## src/cpmr_pkg.sv

```systemverilog
// Shared types and constants for the CAN poll module responder.
package cpmr_pkg;

   localparam int NumSlots   = 9;
   localparam int SlotWidth  = 4;
   localparam int QueueDepth = 2;
   localparam int QueuePtrW  = $clog2(QueueDepth);
   localparam int QueueCntW  = $clog2(QueueDepth + 1);
   localparam int MinLength  = 3;

   localparam logic [1:0] MODE_POLL = 2'd0;
   localparam logic [1:0] MODE_SLOT = 2'd1;
   localparam logic [1:0] MODE_TICK = 2'd2;

   localparam logic [2:0] REG_POLL_ID    = 3'd0;
   localparam logic [2:0] REG_REPLY_ID   = 3'd1;
   localparam logic [2:0] REG_MODULE_ADR = 3'd2;
   localparam logic [2:0] REG_TYPE_CODE  = 3'd3;
   localparam logic [2:0] REG_MODULE_TYP = 3'd4;
   localparam logic [2:0] REG_STATUS     = 3'd5;
   localparam logic [2:0] REG_HOLD_MS    = 3'd6;

   localparam logic [7:0] CH_IDENT  = 8'h00;
   localparam logic [7:0] CH_STATUS = 8'h01;
   localparam logic [7:0] CH_TEMP_A = 8'h02;
   localparam logic [7:0] CH_TEMP_B = 8'h03;
   localparam logic [7:0] CH_TEMP_C = 8'h04;
   localparam logic [7:0] CH_OUTPUT = 8'h05;
   localparam logic [7:0] CH_A0     = 8'hA0;
   localparam logic [7:0] CH_A1     = 8'hA1;
   localparam logic [7:0] CH_A2     = 8'hA2;

   localparam logic [7:0] IDENT_BYTE3  = 8'h31;
   localparam logic [7:0] IDENT_BYTE4  = 8'h01;
   localparam logic [7:0] IDENT_BYTE5  = 8'h11;
   localparam logic [7:0] OUTPUT_BYTE  = 8'h04;
   localparam logic [7:0] A0_BYTE1     = 8'h03;
   localparam logic [7:0] A2_BYTE3     = 8'h01;

   localparam logic [3:0] SLOT_FLOW_A   = 4'd0;
   localparam logic [3:0] SLOT_FLOW_B   = 4'd1;
   localparam logic [3:0] SLOT_BUF_MID  = 4'd2;
   localparam logic [3:0] SLOT_BUF_BOT  = 4'd3;
   localparam logic [3:0] SLOT_DHW      = 4'd4;
   localparam logic [3:0] SLOT_CIRC     = 4'd5;
   localparam logic [3:0] SLOT_BUF_TOP  = 4'd6;
   localparam logic [3:0] SLOT_CH4SPARE = 4'd7;
   localparam logic [3:0] SLOT_CH5SPARE = 4'd8;

   typedef enum logic [1:0] {
      CMD_POLL,
      CMD_SLOT,
      CMD_TICK
   } cmd_kind_type;

   typedef enum logic [3:0] {
      SEL_NONE,
      SEL_IDENT,
      SEL_STATUS,
      SEL_TEMP_A,
      SEL_TEMP_B,
      SEL_TEMP_C,
      SEL_OUTPUT,
      SEL_A0,
      SEL_A1,
      SEL_A2
   } reply_sel_type;

   typedef struct packed {
      logic [1:0]  mode;
      logic [10:0] can_id;
      logic [3:0]  frame_length;
      logic [7:0]  channel;
      logic [15:0] commanded_word;
      logic [3:0]  slot;
      logic signed [15:0] temperature;
   } req_type;

   typedef struct packed {
      logic [10:0] reply_identifier;
      logic [7:0]  byte0;
      logic [7:0]  byte1;
      logic [7:0]  byte2;
      logic [7:0]  byte3;
      logic [7:0]  byte4;
      logic [7:0]  byte5;
      logic [7:0]  byte6;
      logic [7:0]  byte7;
      logic [15:0] accepted_word;
      logic [31:0] reply_total;
   } rsp_type;

   typedef struct packed {
      logic [10:0] poll_id;
      logic [10:0] reply_id;
      logic [7:0]  module_address;
      logic [15:0] type_code;
      logic [7:0]  module_type;
      logic [15:0] status_word;
      logic [15:0] hold_ms;
   } cfg_type;

   typedef struct packed {
      cmd_kind_type  kind;
      reply_sel_type sel;
      logic [7:0]    channel;
      logic [15:0]   data;
      logic [SlotWidth-1:0] slot;
   } cmd_type;

endpackage

```

## src/cpmr_front.sv

```systemverilog
// Front end: classifies incoming items into commands for the queue.
module cpmr_front
   import cpmr_pkg::*;
(
   input  cfg_type cfg,
   input  req_type req_payload,
   input  logic    req_valid,
   output logic    req_ready,
   output logic    push_valid,
   input  logic    push_ready,
   output cmd_type push_cmd
);

   logic          keep;
   reply_sel_type sel;

   always_comb begin
      case (req_payload.channel)
         CH_IDENT:  sel = SEL_IDENT;
         CH_STATUS: sel = SEL_STATUS;
         CH_TEMP_A: sel = SEL_TEMP_A;
         CH_TEMP_B: sel = SEL_TEMP_B;
         CH_TEMP_C: sel = SEL_TEMP_C;
         CH_OUTPUT: sel = SEL_OUTPUT;
         CH_A0:     sel = SEL_A0;
         CH_A1:     sel = SEL_A1;
         CH_A2:     sel = SEL_A2;
         default:   sel = SEL_NONE;
      endcase
   end

   always_comb begin
      keep              = 1'b0;
      push_cmd.kind     = CMD_POLL;
      push_cmd.sel      = sel;
      push_cmd.channel  = req_payload.channel;
      push_cmd.data     = req_payload.commanded_word;
      push_cmd.slot     = req_payload.slot;
      case (req_payload.mode)
         MODE_POLL: begin
            keep = (req_payload.can_id == cfg.poll_id) &&
                   (req_payload.frame_length >= 4'(MinLength));
         end
         MODE_SLOT: begin
            keep          = (req_payload.slot < 4'(NumSlots));
            push_cmd.kind = CMD_SLOT;
            push_cmd.data = req_payload.temperature;
         end
         MODE_TICK: begin
            keep          = 1'b1;
            push_cmd.kind = CMD_TICK;
         end
         default: keep = 1'b0;
      endcase
   end

   // items that do nothing are taken and dropped
   assign req_ready  = push_ready;
   assign push_valid = req_valid && keep;

endmodule

```

## src/cpmr_queue.sv

```systemverilog
// Short command queue between the front end and the back end.
module cpmr_queue
   import cpmr_pkg::*;
(
   input  logic    clock,
   input  logic    reset,
   input  logic    push_valid,
   output logic    push_ready,
   input  cmd_type push_cmd,
   output logic    pop_valid,
   input  logic    pop_ready,
   output cmd_type pop_cmd
);

   cmd_type                entries_ff [QueueDepth];
   logic [QueuePtrW-1:0]   head_ff, head_in;
   logic [QueuePtrW-1:0]   tail_ff, tail_in;
   logic [QueueCntW-1:0]   count_ff, count_in;
   logic                   push, pop;

   assign push_ready = (count_ff != QueueCntW'(QueueDepth));
   assign pop_valid  = (count_ff != '0);
   assign pop_cmd    = entries_ff[head_ff];
   assign push       = push_valid && push_ready;
   assign pop        = pop_valid && pop_ready;

   always_comb begin
      head_in  = head_ff;
      tail_in  = tail_ff;
      count_in = count_ff;
      if (push) begin
         tail_in = (tail_ff == QueuePtrW'(QueueDepth - 1)) ? '0 : tail_ff + 1'b1;
      end
      if (pop) begin
         head_in = (head_ff == QueuePtrW'(QueueDepth - 1)) ? '0 : head_ff + 1'b1;
      end
      if (push && !pop) begin
         count_in = count_ff + 1'b1;
      end else if (pop && !push) begin
         count_in = count_ff - 1'b1;
      end
   end

   always_ff @(posedge clock) begin
      if (reset) begin
         head_ff  <= '0;
         tail_ff  <= '0;
         count_ff <= '0;
      end else begin
         head_ff  <= head_in;
         tail_ff  <= tail_in;
         count_ff <= count_in;
      end
   end

   always_ff @(posedge clock) begin
      if (push) begin
         entries_ff[tail_ff] <= push_cmd;
      end
   end

endmodule

```

## src/cpmr_back.sv

```systemverilog
// Back end: debounce, temperature store, reply build and output register.
module cpmr_back
   import cpmr_pkg::*;
(
   input  logic    clock,
   input  logic    reset,
   input  cfg_type cfg,
   input  logic    pop_valid,
   output logic    pop_ready,
   input  cmd_type pop_cmd,
   output logic    rsp_valid,
   input  logic    rsp_ready,
   output rsp_type rsp_payload
);

   logic [15:0] pending_word_ff, pending_word_in;
   logic [15:0] pending_age_ff, pending_age_in;
   logic [15:0] debounced_ff, debounced_in;
   logic [31:0] reply_count_ff, reply_count_in;
   logic [15:0] slots_ff [NumSlots];
   logic        rsp_valid_ff, rsp_valid_in;
   rsp_type     rsp_ff, rsp_in;
   logic        take, is_poll, has_reply, load_rsp;
   logic [7:0]  b1, b2, b3, b4, b5, b6;

   assign pop_ready   = !rsp_valid_ff || rsp_ready;
   assign take        = pop_valid && pop_ready;
   assign is_poll     = (pop_cmd.kind == CMD_POLL);
   assign has_reply   = is_poll && (pop_cmd.sel != SEL_NONE);
   assign load_rsp    = take && has_reply;
   assign rsp_valid   = rsp_valid_ff;
   assign rsp_payload = rsp_ff;

   always_comb begin
      pending_word_in = pending_word_ff;
      pending_age_in  = pending_age_ff;
      debounced_in    = debounced_ff;
      reply_count_in  = reply_count_ff;
      if (take) begin
         case (pop_cmd.kind)
            CMD_POLL: begin
               if (pop_cmd.data != pending_word_ff) begin
                  pending_word_in = pop_cmd.data;
                  pending_age_in  = '0;
               end else if ((debounced_ff != pop_cmd.data) &&
                            (pending_age_ff >= cfg.hold_ms)) begin
                  debounced_in = pop_cmd.data;
               end
               if (has_reply) begin
                  reply_count_in = reply_count_ff + 32'd1;
               end
            end
            CMD_TICK: begin
               if (pending_age_ff != '1) begin
                  pending_age_in = pending_age_ff + 16'd1;
               end
            end
            default: ;
         endcase
      end
   end

   always_comb begin
      b1 = '0;
      b2 = '0;
      b3 = '0;
      b4 = '0;
      b5 = '0;
      b6 = '0;
      case (pop_cmd.sel)
         SEL_IDENT: begin
            {b2, b1} = cfg.type_code;
            b3 = IDENT_BYTE3;
            b4 = IDENT_BYTE4;
            b5 = IDENT_BYTE5;
            b6 = cfg.module_type;
         end
         SEL_STATUS: {b2, b1} = cfg.status_word;
         SEL_TEMP_A: begin
            {b2, b1} = slots_ff[SLOT_BUF_MID];
            {b4, b3} = slots_ff[SLOT_BUF_BOT];
            {b6, b5} = slots_ff[SLOT_FLOW_B];
         end
         SEL_TEMP_B: begin
            {b2, b1} = slots_ff[SLOT_FLOW_A];
            {b4, b3} = slots_ff[SLOT_DHW];
         end
         SEL_TEMP_C: begin
            {b2, b1} = slots_ff[SLOT_CIRC];
            {b4, b3} = slots_ff[SLOT_BUF_TOP];
            {b6, b5} = slots_ff[SLOT_CH4SPARE];
         end
         SEL_OUTPUT: begin
            {b2, b1} = slots_ff[SLOT_CH5SPARE];
            {b4, b3} = pop_cmd.data;
            b5 = OUTPUT_BYTE;
            b6 = OUTPUT_BYTE;
         end
         SEL_A0: b1 = A0_BYTE1;
         SEL_A2: b3 = A2_BYTE3;
         default: ;
      endcase
   end

   always_comb begin
      rsp_in.reply_identifier = cfg.reply_id;
      rsp_in.byte0            = pop_cmd.channel;
      rsp_in.byte1            = b1;
      rsp_in.byte2            = b2;
      rsp_in.byte3            = b3;
      rsp_in.byte4            = b4;
      rsp_in.byte5            = b5;
      rsp_in.byte6            = b6;
      rsp_in.byte7            = cfg.module_address;
      rsp_in.accepted_word    = debounced_in;
      rsp_in.reply_total      = reply_count_in;
      if (load_rsp) begin
         rsp_valid_in = 1'b1;
      end else if (rsp_ready) begin
         rsp_valid_in = 1'b0;
      end else begin
         rsp_valid_in = rsp_valid_ff;
      end
   end

   always_ff @(posedge clock) begin
      if (reset) begin
         pending_word_ff <= '0;
         pending_age_ff  <= '0;
         debounced_ff    <= '0;
         reply_count_ff  <= '0;
         rsp_valid_ff    <= 1'b0;
         for (int i = 0; i < NumSlots; i++) begin
            slots_ff[i] <= '0;
         end
      end else begin
         pending_word_ff <= pending_word_in;
         pending_age_ff  <= pending_age_in;
         debounced_ff    <= debounced_in;
         reply_count_ff  <= reply_count_in;
         rsp_valid_ff    <= rsp_valid_in;
         if (take && (pop_cmd.kind == CMD_SLOT)) begin
            slots_ff[pop_cmd.slot] <= pop_cmd.data;
         end
      end
   end

   always_ff @(posedge clock) begin
      if (load_rsp) begin
         rsp_ff <= rsp_in;
      end
   end

endmodule

```

## src/can_poll_module_responder_unit.sv

```systemverilog
// Top level of the CAN poll module responder: registers and the front/back split.
// Takes one item per cycle while the queue has room: poll frames, temperature slot
// writes and millisecond ticks. A reply passes from its poll frame through the
// command queue's entry register and then the output register. It can wait there
// while up to two further commands fill the queue, and after that the input stalls.
// The back end updates its state as it takes each command, which sets the sustained
// rate of one item per cycle while the output is not stalled. The user must write
// registers through the csr_ port only while idle; the block does not enforce this.
module can_poll_module_responder_unit
   import cpmr_pkg::*;
(
   input  logic        clock,
   input  logic        reset,
   input  logic        req_valid,
   output logic        req_ready,
   input  req_type     req_payload,
   output logic        rsp_valid,
   input  logic        rsp_ready,
   output rsp_type     rsp_payload,
   input  logic        csr_write_en,
   input  logic [2:0]  csr_index,
   input  logic [15:0] csr_write_data
);

   cfg_type cfg_ff;
   logic    push_valid, push_ready, pop_valid, pop_ready;
   cmd_type push_cmd, pop_cmd;

   always_ff @(posedge clock) begin
      if (reset) begin
         cfg_ff <= '0;
      end else if (csr_write_en) begin
         case (csr_index)
            REG_POLL_ID:    cfg_ff.poll_id        <= csr_write_data[10:0];
            REG_REPLY_ID:   cfg_ff.reply_id       <= csr_write_data[10:0];
            REG_MODULE_ADR: cfg_ff.module_address <= csr_write_data[7:0];
            REG_TYPE_CODE:  cfg_ff.type_code      <= csr_write_data;
            REG_MODULE_TYP: cfg_ff.module_type    <= csr_write_data[7:0];
            REG_STATUS:     cfg_ff.status_word    <= csr_write_data;
            REG_HOLD_MS:    cfg_ff.hold_ms        <= csr_write_data;
            default: ;
         endcase
      end
   end

   cpmr_front u_front (
      .cfg         (cfg_ff),
      .req_payload (req_payload),
      .req_valid   (req_valid),
      .req_ready   (req_ready),
      .push_valid  (push_valid),
      .push_ready  (push_ready),
      .push_cmd    (push_cmd)
   );

   cpmr_queue u_queue (
      .clock      (clock),
      .reset      (reset),
      .push_valid (push_valid),
      .push_ready (push_ready),
      .push_cmd   (push_cmd),
      .pop_valid  (pop_valid),
      .pop_ready  (pop_ready),
      .pop_cmd    (pop_cmd)
   );

   cpmr_back u_back (
      .clock       (clock),
      .reset       (reset),
      .cfg         (cfg_ff),
      .pop_valid   (pop_valid),
      .pop_ready   (pop_ready),
      .pop_cmd     (pop_cmd),
      .rsp_valid   (rsp_valid),
      .rsp_ready   (rsp_ready),
      .rsp_payload (rsp_payload)
   );

endmodule

```

## config.mk

```make
export PLATFORM = sky130hd
export DESIGN_NAME = can_poll_module_responder_unit
export DESIGN_NICKNAME = d
export VERILOG_FILES = /design/src/cpmr_pkg.sv /design/src/cpmr_front.sv /design/src/cpmr_queue.sv /design/src/cpmr_back.sv /design/src/can_poll_module_responder_unit.sv
export SDC_FILE = /design/constraint.sdc
export NUM_CORES = 1
export LEC_CHECK = 0
export BUFFER_PORTS_ARGS = -buffer_cell sky130_fd_sc_hd__buf_2
export CAP_MARGIN = 0
export CORE_MARGIN = 2
export CORE_UTILIZATION = 30
export DETAILED_ROUTE_END_ITERATION = 6
export SLEW_MARGIN = 20
export SYNTH_ARGS = -nofsm -noshare
export SYNTH_HDL_FRONTEND = slang
export SYNTH_SLANG_ARGS = --single-unit
export TNS_END_PERCENT = 10
```

## constraint.sdc

```tcl
create_clock -name clock -period 5.3 [get_ports clock]
set_input_delay 0.265 -clock clock [delete_from_list [all_inputs] [get_ports clock]]
set_output_delay 0.265 -clock clock [all_outputs]
set_load 0.1 [all_outputs]
```

* After elaboration in Yosys (flattened, before gate mapping)
Memory sizes are Yosys's and may differ from the RTL's. A register that Yosys moved wholly into a read port is not among the register bits.
Cells that the tools add are included.
** Cells by class
- Shifts and indexed selects :: 0
- Divide/modulo/power cells :: 0
- Add/subtract/negate cells :: 6
- Mux-type cells :: 38
- Equality and inequality tests :: 33
- $lt $le $gt $ge :: 3
- Multiply operators :: 0
- Bitwise operators :: 0
- Reduce and logical (&&, ||, !) cells :: 33
** Operators by type and width (count)
- two-way mux 16 bit :: 8
- two-way mux 32 bit :: 3
- case mux 8 bit (6 select lines) :: 2
- case mux 8 bit (4 select lines) :: 2
- case mux 8 bit (7 select lines) :: 1
- case mux 8 bit (5 select lines) :: 1
- case mux 4 bit (9 select lines) :: 1
- adder 32 x 1 -> 32 bit, second input constant :: 1
- inequality test 16 bit :: 2
- case mux 16 bit (2 select lines) :: 1
- == test 8 bit, second input constant :: 3
- adder 16 x 1 -> 16 bit, second input constant :: 1
- == test 4 x 3 -> 1 bit, second input constant :: 4
- == test 8 x 2 -> 1 bit, second input constant :: 2
- == test 8 x 3 -> 1 bit, second input constant :: 2
- greater-or-equal comparator 16 bit :: 1
- inequality test 16 bit, second input constant :: 1
- OR reduction 16 bit :: 1
- two-way mux 1 bit :: 14
- AND reduction 2 bit :: 7
- == test 11 bit :: 1
- logical AND 1 bit :: 10
- == test 3 bit, second input constant :: 3
- == test 4 x 2 -> 1 bit, second input constant :: 2
- other kinds (27) :: 39
** Word-level totals
- Output and inout port bits :: 125
- Memories kept :: 2
- Bits in read-only memories :: 0
- Register bits :: 294
- Bits in writable memories :: 212
- Latch bits :: 0
- Word-level logic and storage cells :: 141
** Memory list
- u_back.slots_ff :: depth 9, width 16, rd ports 9, clocked after memory_dff 0, wr ports 9, line cpmr_back.sv:20 : logic [15:0] slots_ff [NumSlots];
- u_queue.entries_ff :: depth 2, width 34, rd ports 1, clocked after memory_dff 1, wr ports 1, line cpmr_queue.sv:15 : cmd_type entries_ff [QueueDepth];

* Longest topological paths before layout
- Word-level depth :: 9
- Gate-level depth with buffers :: 10

* Hierarchy
Synthesis repeated with hierarchy kept, for this count alone.
** Unflattened totals
- Cells, all modules :: 1676
- Area total of the unflattened synthesis :: 21368.0 um2
** Modules (own cells, without submodules)
- cpmr_back :: sequential area each 9639.2 um2, area each 14697.8 um2, cells an instance 1171, instances 1
- can_poll_module_responder_unit :: sequential area each 1721.7 um2, area each 3422.0 um2, cells an instance 305, instances 1
- cpmr_queue :: sequential area each 2142.1 um2, area each 2675.1 um2, cells an instance 130, instances 1
- cpmr_front :: sequential area each 0.0 um2, area each 573.0 um2, cells an instance 70, instances 1

* Worst setup path before layout
OpenSTA, ideal clock, no wires.
- Path kind :: reg2reg
- From :: reg (tool-made name)
- To :: reg u_back.rsp_ff, in the netlist u_back.rsp_payload[0], enable pin
- Library setup time :: 476 ps
- Buffers on the path :: 2
- Period minus slack after synthesis :: 4633 ps
- Path slack :: 667 ps
- Data arrival time :: 4157 ps
- Stages on the path, launching flop included :: 7
- Path through :: dfxtp_1 buf_2 buf_2 mux2_2 nor4bb_1 nand2_1 inv_1
** RTL lines
- to (signal assigned) :: line cpmr_back.sv:150 : rsp_ff <= rsp_in;
- to (decl) :: line cpmr_back.sv:22 : rsp_type rsp_ff, rsp_in;

==> results by group <==
Run status
  • Run status: finished clean

Synth
  • Synth Instances: 1,883
  • Post-Syn Area: 21,200 um2
  • Syn nets: 1,987
  • #FFs+latches synth: 507
  • Yosys Warn Count: 0
  • Most used DFF post-synth: edfxtp_1
  • Ys async rst share: 0
  • Syn_area_per_cell: 11.3 um2
  • EDFF count, synth: 335
  • Post-synthesis cell type count: 58
  • Sequential-to-total area share from yosys stat: 0.637

Power
  • PwrDens: 440 nW/um2
  • Max VDD drop: 0.239 mV
  • Leakage Power: 9.09 nW

Clock network
  • Hold_buf cts: 30
  • Clock sinks: 507
  • Post CTS Setup Buffer Count: 0
  • Cts repair resizes: 0
  • CTS clk-pin slew, worst paths: 0.06 ns
  • Cts bufs inserted: 52
  • Clk Latency, worst-skew pair: 0.63 ns
  • H-tree depth: 2
  • CTS tree: done
  • Clk root buf: clkbuf_16
  • Clock Path Buffers: 3

Timing
  • Fin. Hold Viols: 0
  • Fin crit share: 0.745
  • Fin crit period: 3.95 ns
  • Worst Tran Pin Value: 1.16 ns
  • Worst hold slack: 0.0241 ns
  • Skew final: 0.0469 ns
  • Worst slew margin relative to its limit: 0.225
  • Finish-stage setup viols: 0
  • RSZ-0062 raised after global routing: no
  • Setup TNS: 0 ns
  • Final Slew Violations: 0
  • Setup ws final: 1.35 ns
  • FMAX: 253 MHz

Layout
  • ANT cells: 0
  • Post-Layout Cell Count: 3,086
  • Fill count: 6,829
  • Final nets: 2,206
  • Post-Layout Inst Area: 25,500 um2
  • Area grow syn2layout: 20.4%
  • Layout cells sized above 1: 0.186

GRT
  • Initial antenna violation count: 1
  • Pin count of the biggest net entering global routing: 92
  • First-pass GRT wire length: 88.0 mm
  • Vias in the first global route: 14,700
  • Total grt overflow: 0
  • GR Util All Layers: 0.156

Drt
  • Via count: 15,100
  • Routed WL per cell: 18.9 um
  • DRT Wirelength: 58.4 mm
  • Avg Vias per Cell: 4.89
  • 1st-iter DRT viols: 1,288
  • Antenna Violating Nets Remaining: 0
  • TritonRoute pass-1 iters: 6
  • Residual DRC count: 0

Flow run
  • Maxcap violations: 0

Place
  • Dpl ws: 1.34 ns
  • PortBufs: 209
  • Placed cell count: 2,957
  • DP Area: 23,400 um2
  • Post-DP HPWL: 39.5 mm
  • Gpl congestion: 0.819

Worst setup path
  • Worst Setup End Kind: register
  • Critical Path Fanout Max: 35
  • WP data arrival: 4.46 ns
  • Startpoint Class: register
  • WP data required: 5.81 ns
  • Critical setup path kind: register to register

Floorplanning
  • Die height: 270 um
  • Die area: 72,800 um2
  • Core box area: 70,000 um2
  • Die X: 270 um
  • Initial Util: 0.303
  • FP Rows: 97
  • # IOs: 210

Worst hold path
  • Hold Crit Class: input pin to register
## cell usage in the layout (no fill, tap or decap), types with 7 or more instances in the layout
cell / instances
a311oi_1: 16
inv_1: 45
mux2i_1: 41
dfxtp_1: 171
nand2b_1: 17
a222oi_1: 19
clkbuf_16: 52
dlygate4sd3_1: 30
a211oi_1: 10
xor2_1: 25
nor4_1: 12
mux2i_2: 12
nand2_1: 282
and4_1: 9
buf_4: 38
mux2_2: 35
clkinv_1: 11
nor2b_1: 52
clkinv_2: 9
nand3_1: 24
xnor2_1: 53
a22oi_1: 10
ha_1: 19
o21ai_0: 75
and3_1: 15
nor3_1: 10
nor2_1: 217
buf_2: 208
a21oi_1: 162
mux2_1: 7
bufinv_16: 7
edfxtp_1: 335
nand4_1: 24
## worst paths after layout
| check | start | endpoint | slack (ns) | cells past startpoint |
|---|---|---|---|---|
| min | req_payload[31] | u_queue.entries_ff[1][15]$_DFFE_PP_ | 0.02 | 2 |
| max | register | u_back.debounced_ff[8]$_SDFF_PP0_ | 1.35 | 9 |
| max reg2reg | register | u_back.debounced_ff[8]$_SDFF_PP0_ | 1.35 | 9 |
| min reg2reg | cfg_ff[62]$_SDFFE_PP0P_ | u_back.rsp_payload[54]$_DFFE_PP_ | 0.43 | 0 |
## logic make-up after synthesis
| family | synth area share |
|---|---|
| AND/OR/NAND/NOR | 0.145 |
| flip-flops | 0.637 |
| AO/OA/AOI/OAI | 0.0957 |
| buffers and inverters | 0.0294 |
| multiplexers | 0.0494 |
| XOR/XNOR | 0.0322 |
| adder cells (fa/ha/maj) | 0.0112 |
## layer usage
layer | global-route usage | up-vias | wire, um
met5 | 0 | - | 0
met4 | 0.0575 | 0 | 1890
met3 | 0.0250 | 102 | 3480
met2 | 0.256 | 525 | 27800
met1 | 0.208 | 7322 | 25200
li1 | - | 7132 | -
## worst max-delay path: stages, from the launching register on
cell       delay, ns
dfxtp_2         0.98
buf_4           0.41
mux2i_1         0.22
buf_4           0.27
xnor2_1         0.15
nand4_1         0.12
nor4_1          0.90
a2111oi_4       0.11
buf_4           0.31
mux2_1          0.36
## area by class of cell
cell class / count / area, um2 / area share
flip-flops and latches: 507 / 13500 / 0.530
multi-input cells: 1216 / 7150 / 0.280
repair buffers: 279 / 1690 / 0.0661
clock buffers: 56 / 1340 / 0.0524
well taps: 940 / 1180 / 0.0461
clock inverters: 42 / 474 / 0.0186
inverters: 46 / 175 / 0.00687
## power by group
group | total, mW | switching, mW | internal (mW) | leakage (nW)
Clock | 3.83 | 1.63 | 2.20 | 0.869
Sequential | 4.75 | 0.179 | 4.57 | 4.65
Combinational | 2.64 | 2.11 | 0.533 | 3.57
Total | 11.2 | 3.92 | 7.30 | 9.09
## Yosys cell counts, types with 3 or more instances
| cell | number | area share |
|---|---|---|
| a2111oi_0 | 5 | 0.0021 |
| a211oi_1 | 10 | 0.0035 |
| a21oi_1 | 162 | 0.038 |
| a222oi_1 | 19 | 0.0090 |
| a22o_1 | 5 | 0.0021 |
| a22oi_1 | 10 | 0.0035 |
| a311oi_1 | 16 | 0.0066 |
| a31oi_1 | 6 | 0.0018 |
| and2_1 | 5 | 0.0015 |
| and3_1 | 15 | 0.0044 |
| and4_1 | 9 | 0.0037 |
| buf_1 | 9 | 0.0016 |
| buf_2 | 3 | 0.00071 |
| clkbuf_1 | 99 | 0.018 |
| dfxtp_1 | 172 | 0.16 |
| edfxtp_1 | 335 | 0.47 |
| ha_1 | 19 | 0.011 |
| inv_1 | 46 | 0.0081 |
| mux2_1 | 7 | 0.0037 |
| mux2_2 | 35 | 0.019 |
| mux2i_1 | 45 | 0.021 |
| mux2i_2 | 9 | 0.0058 |
| nand2_1 | 282 | 0.050 |
| nand2b_1 | 17 | 0.0050 |
| nand3_1 | 24 | 0.0057 |
| nand4_1 | 24 | 0.0071 |
| nor2_1 | 221 | 0.039 |
| nor2b_1 | 54 | 0.016 |
| nor3_1 | 11 | 0.0026 |
| nor4_1 | 12 | 0.0035 |
| nor4_2 | 3 | 0.0018 |
| o211ai_1 | 3 | 0.0011 |
| o21ai_0 | 75 | 0.018 |
| o32ai_1 | 6 | 0.0025 |
| or3_1 | 3 | 0.00089 |
| xnor2_1 | 53 | 0.022 |
| xor2_1 | 25 | 0.010 |
## sequential cells by signal, summed over array words and instances, names as in the netlist, named ones only
name	count
cfg_ff	86
u_back.pending_age_ff	16
u_back.reply_count_ff	32
u_back.pending_word_ff	16
u_queue.count_ff	2
u_back.debounced_ff	16
u_back.rsp_valid	1
u_back.slots_ff	144
u_queue.tail_ff	1
u_queue.head_ff	1
u_queue.entries_ff	68
u_back.rsp_payload	123
## through the flow
step                      utilization  power, mW
after floorplan                     -       6.77
after global placement          0.333       7.44
after detailed placement        0.333       7.47
after CTS                       0.364       11.3
after global routing            0.364       11.6
final                           0.364       11.2
No activity file was read; power rests on OpenSTA's default activity.
